File: config.mk
export PLATFORM = sky130hd
export DESIGN_NAME = usb_control_endpoint_request_engine_top
export DESIGN_NICKNAME = d
export VERILOG_FILES = /design/src/rtl/usbcer_pkg.sv /design/src/rtl/usb_control_endpoint_request_engine_top.sv
export VERILOG_INCLUDE_DIRS = /design/src /design/src/rtl
export SDC_FILE = /design/constraint.sdc
export NUM_CORES = 1
export LEC_CHECK = 0
export BUFFER_PORTS_ARGS = -buffer_cell sky130_fd_sc_hd__buf_2
export CAP_MARGIN = 20
export CORE_ASPECT_RATIO = 1.75
export CORE_MARGIN = 2
export CORE_UTILIZATION = 55
export CTS_CLUSTER_DIAMETER = 80
export CTS_CLUSTER_SIZE = 8
export DETAILED_ROUTE_END_ITERATION = 10
export GPL_TIMING_DRIVEN = 0
export PLACE_DENSITY_LB_ADDON = 0.1
export REMOVE_ABC_BUFFERS = 1
export SLEW_MARGIN = 20
export SYNTH_ARGS = -nofsm -noshare
export SYNTH_HDL_FRONTEND = slang
export SYNTH_SLANG_ARGS = --single-unit
File: constraint.sdc
create_clock -name clk -period 10.7 [get_ports clk]
set_input_delay 0.535 -clock clk [delete_from_list [all_inputs] [get_ports clk]]
set_output_delay 0.535 -clock clk [all_outputs]
set_load 0.02 [all_outputs]
File: src/rtl/usb_control_endpoint_request_engine_top_defines.svh
// ----------------------------------------------------------------------------
// USB control endpoint request engine assertion macros
// Shared concurrent assertion forms, clocked on clk and held off in reset.
// ----------------------------------------------------------------------------
`ifndef USB_CONTROL_ENDPOINT_REQUEST_ENGINE_TOP_DEFINES_SVH
`define USB_CONTROL_ENDPOINT_REQUEST_ENGINE_TOP_DEFINES_SVH

// same-cycle implication
`define USBCER_ASSERT_NOW(label, ante, cons, msg) \
	label: assert property (@(posedge clk) disable iff (!arst_n) (ante) |-> (cons)) \
		else $error(msg);

// next-cycle implication
`define USBCER_ASSERT_NEXT(label, ante, cons, msg) \
	label: assert property (@(posedge clk) disable iff (!arst_n) (ante) |=> (cons)) \
		else $error(msg);

`endif

File: src/rtl/usbcer_pkg.sv
// ----------------------------------------------------------------------------
// USB control endpoint request engine package
// Event and action codes, request codes, data sources and their lengths.
// ----------------------------------------------------------------------------
`default_nettype none

package usbcer_pkg;

	typedef enum logic [1:0] {
		OP_SETUP     = 2'd0,
		OP_IN_DONE   = 2'd1,
		OP_OUT_DONE  = 2'd2,
		OP_BUS_RESET = 2'd3
	} op_t;

	typedef enum logic [1:0] {
		ACT_REARM = 2'd0,
		ACT_DATA  = 2'd1,
		ACT_ZLP   = 2'd2,
		ACT_STALL = 2'd3
	} action_t;

	localparam int PACKET_BYTES_DEF = 64;

	localparam logic [7:0] RTYPE_KIND_MASK   = 8'h60;
	localparam logic [7:0] RTYPE_CLASS_MASK  = 8'h7F;
	localparam logic [7:0] RTYPE_CLASS_IFACE = 8'h21;

	localparam logic [7:0] REQ_GET_STATUS        = 8'h00;
	localparam logic [7:0] REQ_CLEAR_FEATURE     = 8'h01;
	localparam logic [7:0] REQ_SET_FEATURE       = 8'h03;
	localparam logic [7:0] REQ_SET_ADDRESS       = 8'h05;
	localparam logic [7:0] REQ_GET_DESCRIPTOR    = 8'h06;
	localparam logic [7:0] REQ_GET_CONFIGURATION = 8'h08;
	localparam logic [7:0] REQ_SET_CONFIGURATION = 8'h09;
	localparam logic [7:0] REQ_SET_INTERFACE     = 8'h0B;
	localparam logic [7:0] REQ_SET_LINE_CODING   = 8'h20;
	localparam logic [7:0] REQ_GET_LINE_CODING   = 8'h21;
	localparam logic [7:0] REQ_SET_CTRL_LINE     = 8'h22;

	localparam logic [7:0] DESC_DEVICE = 8'h01;
	localparam logic [7:0] DESC_CONFIG = 8'h02;
	localparam logic [7:0] DESC_STRING = 8'h03;
	localparam logic [7:0] STRING_COUNT = 8'd4;

	localparam logic [3:0] SRC_STATUS      = 4'd0;
	localparam logic [3:0] SRC_CONFIG_VAL  = 4'd1;
	localparam logic [3:0] SRC_DEVICE      = 4'd2;
	localparam logic [3:0] SRC_CONFIG      = 4'd3;
	localparam logic [3:0] SRC_STRING0     = 4'd4;
	localparam logic [3:0] SRC_STRING1     = 4'd5;
	localparam logic [3:0] SRC_STRING2     = 4'd6;
	localparam logic [3:0] SRC_STRING3     = 4'd7;
	localparam logic [3:0] SRC_LINE_CODING = 4'd8;

	localparam logic [9:0]  LINE_CODING_BYTES = 10'd7;
	localparam logic [55:0] LINE_CODING_RESET = 56'h08_0000_0001_C200;

	function automatic logic [6:0] source_length(input logic [3:0] src);
		logic [6:0] len;
		case (src)
			SRC_STATUS:      len = 7'd2;
			SRC_CONFIG_VAL:  len = 7'd1;
			SRC_DEVICE:      len = 7'd18;
			SRC_CONFIG:      len = 7'd67;
			SRC_STRING0:     len = 7'd4;
			SRC_STRING1:     len = 7'd14;
			SRC_STRING2:     len = 7'd42;
			SRC_STRING3:     len = 7'd12;
			SRC_LINE_CODING: len = 7'd7;
			default:         len = 7'd0;
		endcase
		return len;
	endfunction

endpackage

`default_nettype wire

File: src/rtl/usb_control_endpoint_request_engine_top.sv
// ----------------------------------------------------------------------------
// USB control endpoint request engine
// Decodes endpoint 0 events and answers each with one action for the PMA side.
// ----------------------------------------------------------------------------
// One event is taken per clock whenever busy is low; busy is high only in the
// first cycle after reset. Each event is captured in an input register, decoded
// against the endpoint state and answered from the result register, marked by a
// one-cycle done strobe. The receiver cannot stall: every result must be taken
// in the cycle it shows.
// ----------------------------------------------------------------------------
`default_nettype none

module usb_control_endpoint_request_engine_top #(
	parameter int PACKET_BYTES = usbcer_pkg::PACKET_BYTES_DEF
) (
	input  wire logic        clk,
	input  wire logic        arst_n,
	input  wire logic        start,
	output logic             busy,
	input  wire logic [1:0]  op,
	input  wire logic [7:0]  req_type,
	input  wire logic [7:0]  request,
	input  wire logic [15:0] req_value,
	input  wire logic [15:0] req_length,
	input  wire logic [9:0]  out_count,
	input  wire logic [55:0] out_data,
	output logic             done,
	output logic [1:0]       action,
	output logic [3:0]       source,
	output logic [6:0]       chunk_offset,
	output logic [6:0]       chunk_length,
	output logic             address_commit,
	output logic [6:0]       device_address,
	output logic             data_eps_enable,
	output logic             is_configured,
	output logic [55:0]      line_coding_now
);

	`include "usb_control_endpoint_request_engine_top_defines.svh"

	localparam logic [6:0] PKT = 7'(PACKET_BYTES);

	logic                 busy_q;
	logic                 valid_s1;
	usbcer_pkg::op_t      op_s1;
	logic [7:0]           req_type_s1;
	logic [7:0]           request_s1;
	logic [15:0]          req_value_s1;
	logic [15:0]          req_length_s1;
	logic [9:0]           out_count_s1;
	logic [55:0]          out_data_s1;

	logic                 configured_q;
	logic [6:0]           pending_address_q;
	logic                 address_pending_q;
	logic [6:0]           bytes_remaining_q;
	logic [3:0]           current_source_q;
	logic [6:0]           next_offset_q;
	logic [55:0]          line_coding_q;

	logic                 configured_d;
	logic [6:0]           pending_address_d;
	logic                 address_pending_d;
	logic [6:0]           bytes_remaining_d;
	logic [3:0]           current_source_d;
	logic [6:0]           next_offset_d;
	logic [55:0]          line_coding_d;

	usbcer_pkg::action_t  act_d;
	logic [3:0]           src_d;
	logic [6:0]           off_d;
	logic [6:0]           len_d;
	logic                 commit_d;
	logic [6:0]           addr_d;
	logic                 eps_d;

	logic                 send;
	logic [3:0]           send_src;
	logic [6:0]           send_total;
	logic [6:0]           send_first;
	logic [6:0]           in_n;

	logic                 done_q;
	usbcer_pkg::action_t  action_q;
	logic [3:0]           source_q;
	logic [6:0]           offset_q;
	logic [6:0]           length_q;
	logic                 commit_q;
	logic [6:0]           addr_q;
	logic                 eps_q;
	logic                 configured_out_q;
	logic [55:0]          line_coding_out_q;

	logic                 accept;

	assign accept = start && !busy_q;

	always_ff @(posedge clk or negedge arst_n) begin
		if (!arst_n) begin
			busy_q   <= 1'b1;
			valid_s1 <= 1'b0;
		end else begin
			busy_q   <= 1'b0;
			valid_s1 <= accept;
		end
	end

	always_ff @(posedge clk) begin
		if (accept) begin
			op_s1         <= usbcer_pkg::op_t'(op);
			req_type_s1   <= req_type;
			request_s1    <= request;
			req_value_s1  <= req_value;
			req_length_s1 <= req_length;
			out_count_s1  <= out_count;
			out_data_s1   <= out_data;
		end
	end

	always_comb begin
		send     = 1'b0;
		send_src = usbcer_pkg::SRC_STATUS;
		if (op_s1 == usbcer_pkg::OP_SETUP) begin
			if ((req_type_s1 & usbcer_pkg::RTYPE_KIND_MASK) == 8'h00) begin
				case (request_s1)
					usbcer_pkg::REQ_GET_STATUS: begin
						send     = 1'b1;
						send_src = usbcer_pkg::SRC_STATUS;
					end
					usbcer_pkg::REQ_GET_DESCRIPTOR: begin
						if (req_value_s1[15:8] == usbcer_pkg::DESC_DEVICE) begin
							send     = 1'b1;
							send_src = usbcer_pkg::SRC_DEVICE;
						end else if (req_value_s1[15:8] == usbcer_pkg::DESC_CONFIG) begin
							send     = 1'b1;
							send_src = usbcer_pkg::SRC_CONFIG;
						end else if (req_value_s1[15:8] == usbcer_pkg::DESC_STRING
							&& req_value_s1[7:0] < usbcer_pkg::STRING_COUNT) begin
							send     = 1'b1;
							send_src = usbcer_pkg::SRC_STRING0 | {2'b00, req_value_s1[1:0]};
						end
					end
					usbcer_pkg::REQ_GET_CONFIGURATION: begin
						send     = 1'b1;
						send_src = usbcer_pkg::SRC_CONFIG_VAL;
					end
					default: begin
						send = 1'b0;
					end
				endcase
			end else if ((req_type_s1 & usbcer_pkg::RTYPE_CLASS_MASK)
				== usbcer_pkg::RTYPE_CLASS_IFACE
				&& request_s1 == usbcer_pkg::REQ_GET_LINE_CODING) begin
				send     = 1'b1;
				send_src = usbcer_pkg::SRC_LINE_CODING;
			end
		end
	end

	always_comb begin
		send_total = usbcer_pkg::source_length(send_src);
		if (req_length_s1 < {9'd0, send_total}) begin
			send_total = req_length_s1[6:0];
		end
		send_first = (send_total > PKT) ? PKT : send_total;
		in_n       = (bytes_remaining_q > PKT) ? PKT : bytes_remaining_q;
	end

	always_comb begin
		configured_d      = configured_q;
		pending_address_d = pending_address_q;
		address_pending_d = address_pending_q;
		bytes_remaining_d = bytes_remaining_q;
		current_source_d  = current_source_q;
		next_offset_d     = next_offset_q;
		line_coding_d     = line_coding_q;
		act_d             = usbcer_pkg::ACT_REARM;
		src_d             = usbcer_pkg::SRC_STATUS;
		off_d             = 7'd0;
		len_d             = 7'd0;
		commit_d          = 1'b0;
		addr_d            = 7'd0;
		eps_d             = 1'b0;
		case (op_s1)
			usbcer_pkg::OP_SETUP: begin
				bytes_remaining_d = 7'd0;
				act_d             = usbcer_pkg::ACT_STALL;
				if (send) begin
					act_d             = usbcer_pkg::ACT_DATA;
					src_d             = send_src;
					len_d             = send_first;
					current_source_d  = send_src;
					next_offset_d     = send_first;
					bytes_remaining_d = send_total - send_first;
				end else if ((req_type_s1 & usbcer_pkg::RTYPE_KIND_MASK) == 8'h00) begin
					case (request_s1)
						usbcer_pkg::REQ_CLEAR_FEATURE,
						usbcer_pkg::REQ_SET_FEATURE,
						usbcer_pkg::REQ_SET_INTERFACE: begin
							act_d = usbcer_pkg::ACT_ZLP;
						end
						usbcer_pkg::REQ_SET_ADDRESS: begin
							pending_address_d = req_value_s1[6:0];
							address_pending_d = 1'b1;
							act_d             = usbcer_pkg::ACT_ZLP;
						end
						usbcer_pkg::REQ_SET_CONFIGURATION: begin
							configured_d = (req_value_s1 != 16'd0);
							eps_d        = (req_value_s1 != 16'd0);
							act_d        = usbcer_pkg::ACT_ZLP;
						end
						default: begin
							act_d = usbcer_pkg::ACT_STALL;
						end
					endcase
				end else if ((req_type_s1 & usbcer_pkg::RTYPE_CLASS_MASK)
					== usbcer_pkg::RTYPE_CLASS_IFACE) begin
					case (request_s1)
						usbcer_pkg::REQ_SET_LINE_CODING: begin
							act_d = usbcer_pkg::ACT_ZLP;
						end
						usbcer_pkg::REQ_SET_CTRL_LINE: begin
							if (req_value_s1[0]) begin
								configured_d = 1'b1;
							end
							act_d = usbcer_pkg::ACT_ZLP;
						end
						default: begin
							act_d = usbcer_pkg::ACT_STALL;
						end
					endcase
				end
			end
			usbcer_pkg::OP_IN_DONE: begin
				if (bytes_remaining_q != 7'd0) begin
					act_d             = usbcer_pkg::ACT_DATA;
					src_d             = current_source_q;
					off_d             = next_offset_q;
					len_d             = in_n;
					next_offset_d     = next_offset_q + in_n;
					bytes_remaining_d = bytes_remaining_q - in_n;
				end else if (address_pending_q) begin
					commit_d          = 1'b1;
					addr_d            = pending_address_q;
					address_pending_d = 1'b0;
				end
			end
			usbcer_pkg::OP_OUT_DONE: begin
				if (out_count_s1 >= usbcer_pkg::LINE_CODING_BYTES) begin
					line_coding_d = out_data_s1;
				end
			end
			usbcer_pkg::OP_BUS_RESET: begin
				configured_d      = 1'b0;
				pending_address_d = 7'd0;
				address_pending_d = 1'b0;
				bytes_remaining_d = 7'd0;
				current_source_d  = usbcer_pkg::SRC_STATUS;
				next_offset_d     = 7'd0;
			end
			default: begin
				act_d = usbcer_pkg::ACT_REARM;
			end
		endcase
	end

	always_ff @(posedge clk or negedge arst_n) begin
		if (!arst_n) begin
			configured_q      <= 1'b0;
			pending_address_q <= 7'd0;
			address_pending_q <= 1'b0;
			bytes_remaining_q <= 7'd0;
			current_source_q  <= usbcer_pkg::SRC_STATUS;
			next_offset_q     <= 7'd0;
			line_coding_q     <= usbcer_pkg::LINE_CODING_RESET;
			done_q            <= 1'b0;
		end else begin
			done_q <= valid_s1;
			if (valid_s1) begin
				configured_q      <= configured_d;
				pending_address_q <= pending_address_d;
				address_pending_q <= address_pending_d;
				bytes_remaining_q <= bytes_remaining_d;
				current_source_q  <= current_source_d;
				next_offset_q     <= next_offset_d;
				line_coding_q     <= line_coding_d;
			end
		end
	end

	always_ff @(posedge clk) begin
		if (valid_s1) begin
			action_q          <= act_d;
			source_q          <= src_d;
			offset_q          <= off_d;
			length_q          <= len_d;
			commit_q          <= commit_d;
			addr_q            <= addr_d;
			eps_q             <= eps_d;
			configured_out_q  <= configured_d;
			line_coding_out_q <= line_coding_d;
		end
	end

	assign busy            = busy_q;
	assign done            = done_q;
	assign action          = action_q;
	assign source          = source_q;
	assign chunk_offset    = offset_q;
	assign chunk_length    = length_q;
	assign address_commit  = commit_q;
	assign device_address  = addr_q;
	assign data_eps_enable = eps_q;
	assign is_configured   = configured_out_q;
	assign line_coding_now = line_coding_out_q;

	`USBCER_ASSERT_NEXT(a_result_follows, valid_s1, done_q, "result strobe missing after decode")
	`USBCER_ASSERT_NOW(a_non_data_clean, done_q && action_q != usbcer_pkg::ACT_DATA,
		source_q == 4'd0 && offset_q == 7'd0 && length_q == 7'd0,
		"chunk fields set without a data action")
	`USBCER_ASSERT_NOW(a_chunk_fits, done_q, length_q <= PKT, "chunk exceeds packet size")
	`USBCER_ASSERT_NOW(a_commit_on_rearm, done_q && commit_q,
		action_q == usbcer_pkg::ACT_REARM, "address commit outside a rearm")
	`USBCER_ASSERT_NOW(a_eps_configured, done_q && eps_q, configured_out_q,
		"data endpoints enabled while not configured")

endmodule

`default_nettype wire

==> results by group <==
Status
  • Status: complete, no violations

Die
  • Die area: 0.0228 sq mm
  • Initial Utilization: 55.7%
  • I/O Pins: 207
  • Rows: 71
  • Horiz. Die Dim: 115 um
  • Die Height: 198 um
  • Core area: 0.0213 sq mm

Route
  • ANT nets after route: 0
  • Wirelength per Cell: 18.3 um
  • Vias/cell: 5.48
  • Drt pass-1 iters: 4
  • DRC Markers: 0
  • Iter 0 DRT Violations: 445
  • Routed WL: 23.9 mm
  • Vias: 7146

Critical path
  • Critical Path Start Type: register
  • Buf/Inv on CP: 3
  • CP Capture Type: register
  • Reg-to-reg slack, setup: 4890 ps
  • Top delay family on crit path: simple AND/OR/NAND/NOR gates
  • CP peak stage delay: 530 ps
  • Slowest cell on the critical path: nor4_4
  • Required @ worst endpoint: 11130 ps
  • Crit path DAT: 6240 ps
  • Critical Path Source: request_s1[7]
  • Crit path max fanout: 9
  • Crit Path Class: register to register
  • CP Cell Sequence: nor4_4, nand4_1, nor3_1, nand2_1, inv_1, ha_1, inv_1, nor3_1, inv_1, ha_1, nand2_1, nor3_1, nand2_1, nor2_1, a31o_1, mux2_2, a31oi_1, nand2b_1, ha_1, a32oi_1, o21ai_0
  • R2R Path Start: request_s1[7]

Pwr
  • PwrDens: 207 mW/mm^2
  • Sequential power share: 48.4%
  • Internal Pwr Total: 2.32 mW
  • Switching Share: 23.3%
  • Net Switching: 0.705 mW
  • Worst ir drop on vdd: 0.165 mV
  • Combinational share of power: 12.7%
  • Total power: 3.03 mW
  • Clk pwr share: 39.0%
  • Leakage: 5.91 nW

Timing
  • Period utilization: 54.3%
  • Setup violators final: 0
  • Fin Setup TNS: 0 ps
  • RSZ-0062 raised after global routing: false
  • Fmax: 0.172 GHz
  • Clock Skew: 14.8 ps
  • Worst slew margin: 42.2%
  • Least-Margin Pin Slew: 861 ps
  • Final-report hold violation count: 0
  • Final Critical Period: 5810 ps
  • Slew Viols, Final: 0

Clock network
  • Reg clk slew, reported paths: 60 ps
  • Num CTS Buffers: 41
  • CTS H-Tree Depth: 2
  • Clk buf depth: 3
  • Latest clock arrival within the worst-skew pair: 520 ps
  • # Post-CTS Setup Buffers: 0
  • CTS tree: done
  • Clock sinks: 287
  • CTS root buffer: clkbuf_16

Yosys
  • Syn_area_per_cell: 15.4 sq um
  • Cell taking the most area after synthesis: edfxtp_1
  • Top post-synthesis cells by area: edfxtp_1 51%, dfrtp_1 17%, mux2_2 11%, ha_1 2.7%, nand2_1 1.7%
  • Sequential share of the synthesized area: 69.1%
  • Syn Inst Count: 769
  • Yosys top cell area share: 50.9%
  • Most numerous cell in the Yosys netlist: edfxtp_1
  • Flop and latch count out of synthesis: 287
  • Yosys warns: 0
  • Post-Syn Area: 0.0119 sq mm
  • Async SR Flop Fraction: 30.0%
  • Post-synth cell types: 65
  • Post-synth EDFFs: 201
  • Prevailing post-synth register cell: edfxtp_1
  • Top post-synthesis cells by count: 201 x edfxtp_1, 116 x mux2_2, 80 x dfrtp_1, 55 x nand2_1, 34 x o21ai_0

Finish
  • Final instance area: 0.0147 sq mm
  • Share of cells above drive strength 1: 39.0%
  • Layout fillers: 1537
  • Final net count: 1160
  • Finished Layout Cells: 1304
  • Area delta synth->final: 23.5%

Global route
  • GRT overflow: 0
  • Largest net degree at the start of global routing: 70
  • Tot GR Track Use: 21.3%
  • Number of global-route vias before repair: 7359
  • Initial antenna violation count: 3
  • Global-route wire length before repair: 37.2 mm

Placed design
  • Placed cells: 1225
  • Placer congestion estimate: 0.842
  • Placed instance area: 0.0134 sq mm
  • Dpl hpwl: 16.8 mm
  • Port bufs: 205

Hold path
  • Hold wc startpoint: out_count[4]
  • Tightest Hold Check Type: primary input to register

Job
  • Number of max-cap violations: 0
==> final cells by class <==
| cell class | count | area [sq um] | share of cell area (%) |
|---|---|---|---|
| clock buffer | 74 | 1170 | 7.99 |
| sequential | 287 | 8200 | 55.9 |
| multi-input combinational | 433 | 3500 | 23.9 |
| tap | 255 | 319 | 2.18 |
| clock inverter | 1 | 16.3 | 0.111 |
| inverter | 25 | 93.8 | 0.640 |
| timing repair buffer | 226 | 1350 | 9.21 |
| antenna | 3 | 7.51 | 0.0512 |
==> cells by family after synthesis <==
group,after synthesis,share of synthesized area [%]
buf+inv,52,1.72
other cells,2,0.0633
simple gates,168,8.04
mux,122,11.5
compound gates,100,5.87
flops,287,69.1
xor+xnor,11,0.812
fa+ha+maj,27,2.91
==> worst reg2reg max path, stage by stage (launching register included) <==
cell	delay (ps)
edfxtp_1	430
nor4_4	530
nand4_1	180
nor3_1	340
nand2_1	270
inv_1	190
ha_1	220
inv_1	90
nor3_1	310
inv_1	110
ha_1	280
nand2_1	40
nor3_1	400
nand2_1	190
nor2_1	210
a31o_1	400
mux2_2	470
a31oi_1	340
nand2b_1	140
ha_1	300
a32oi_1	70
o21ai_0	210
==> placed cells by master, fill, tap and decap left out, drive strengths merged, types with 6 or more instances in the layout <==
master  instances
o21ai          38
mux2          116
nand2          56
o41ai           9
edfxtp        201
inv            25
o31ai           6
nor2           19
buf           225
nor3           10
nor2b          14
dfstp           6
mux2i           6
ha             26
and3            7
nor4            7
nand3           9
dfrtp          80
xor2            6
and2            8
nand2b          7
clkbuf         74
a21oi          14
==> metrics by stage <==
| step | hold slack (ps) | util [%] | setup WS, ps |
|---|---|---|---|
| 4_1_cts | 159 | 68.7 | 4950 |
| 3_5_place_dp | 389 | 63.1 | 4980 |
| 2_1_floorplan | 239 | - | 3320 |
| 5_1_grt | 162 | 68.7 | 4440 |
| 6_report | 184 | 68.7 | 4890 |
| 3_3_place_gp | 460 | 61.5 | -1360 |
==> sequential cells by signal, indices dropped and copies added, names as in the netlist, 8 cells and up <==
name,flops
req_value_s1,16
req_length_s1,16
out_count_s1,10
out_data_s1,56
line_coding_now,56
request_s1,8
line_coding_q,56
==> layer usage <==
metal  GRT usage, %  up-vias  share of wire, %
li1               -     3387                 -
met1           23.3     3454                36
met2           38.2      234                54
met3           4.29       71               5.4
met4           11.1        0               4.8
met5              0        -                 0
==> repair_timing <==
| action | in CTS | in global routing |
|---|---|---|
| hold endpoints to repair | 16 | 0 |
| hold buffers | 1 | 0 |
| gates resized for setup | 0 | 0 |
==> power groups by stage <==
stage	Sequential (mW)	Clock [mW]	Combinational (mW)
6_report	1.47	1.18	0.383
5_1_grt	1.48	1.25	0.423
4_1_cts	1.47	1.20	0.388
3_5_place_dp	1.48	0	0.385
3_3_place_gp	1.49	0	0.357
2_1_floorplan	1.51	0	0.233
==> final timing paths <==
path	cells after the start	to
worst min-delay path	1	out_count_s1[4]
max in group asynchronous	3	busy
min in group asynchronous	2	pending_address_q[1]
worst min register to register	2	current_source_q[3]
worst max-delay path	21	bytes_remaining_q[1]
worst max register to register	21	bytes_remaining_q[1]
No activity file was read; power rests on OpenSTA's default activity.
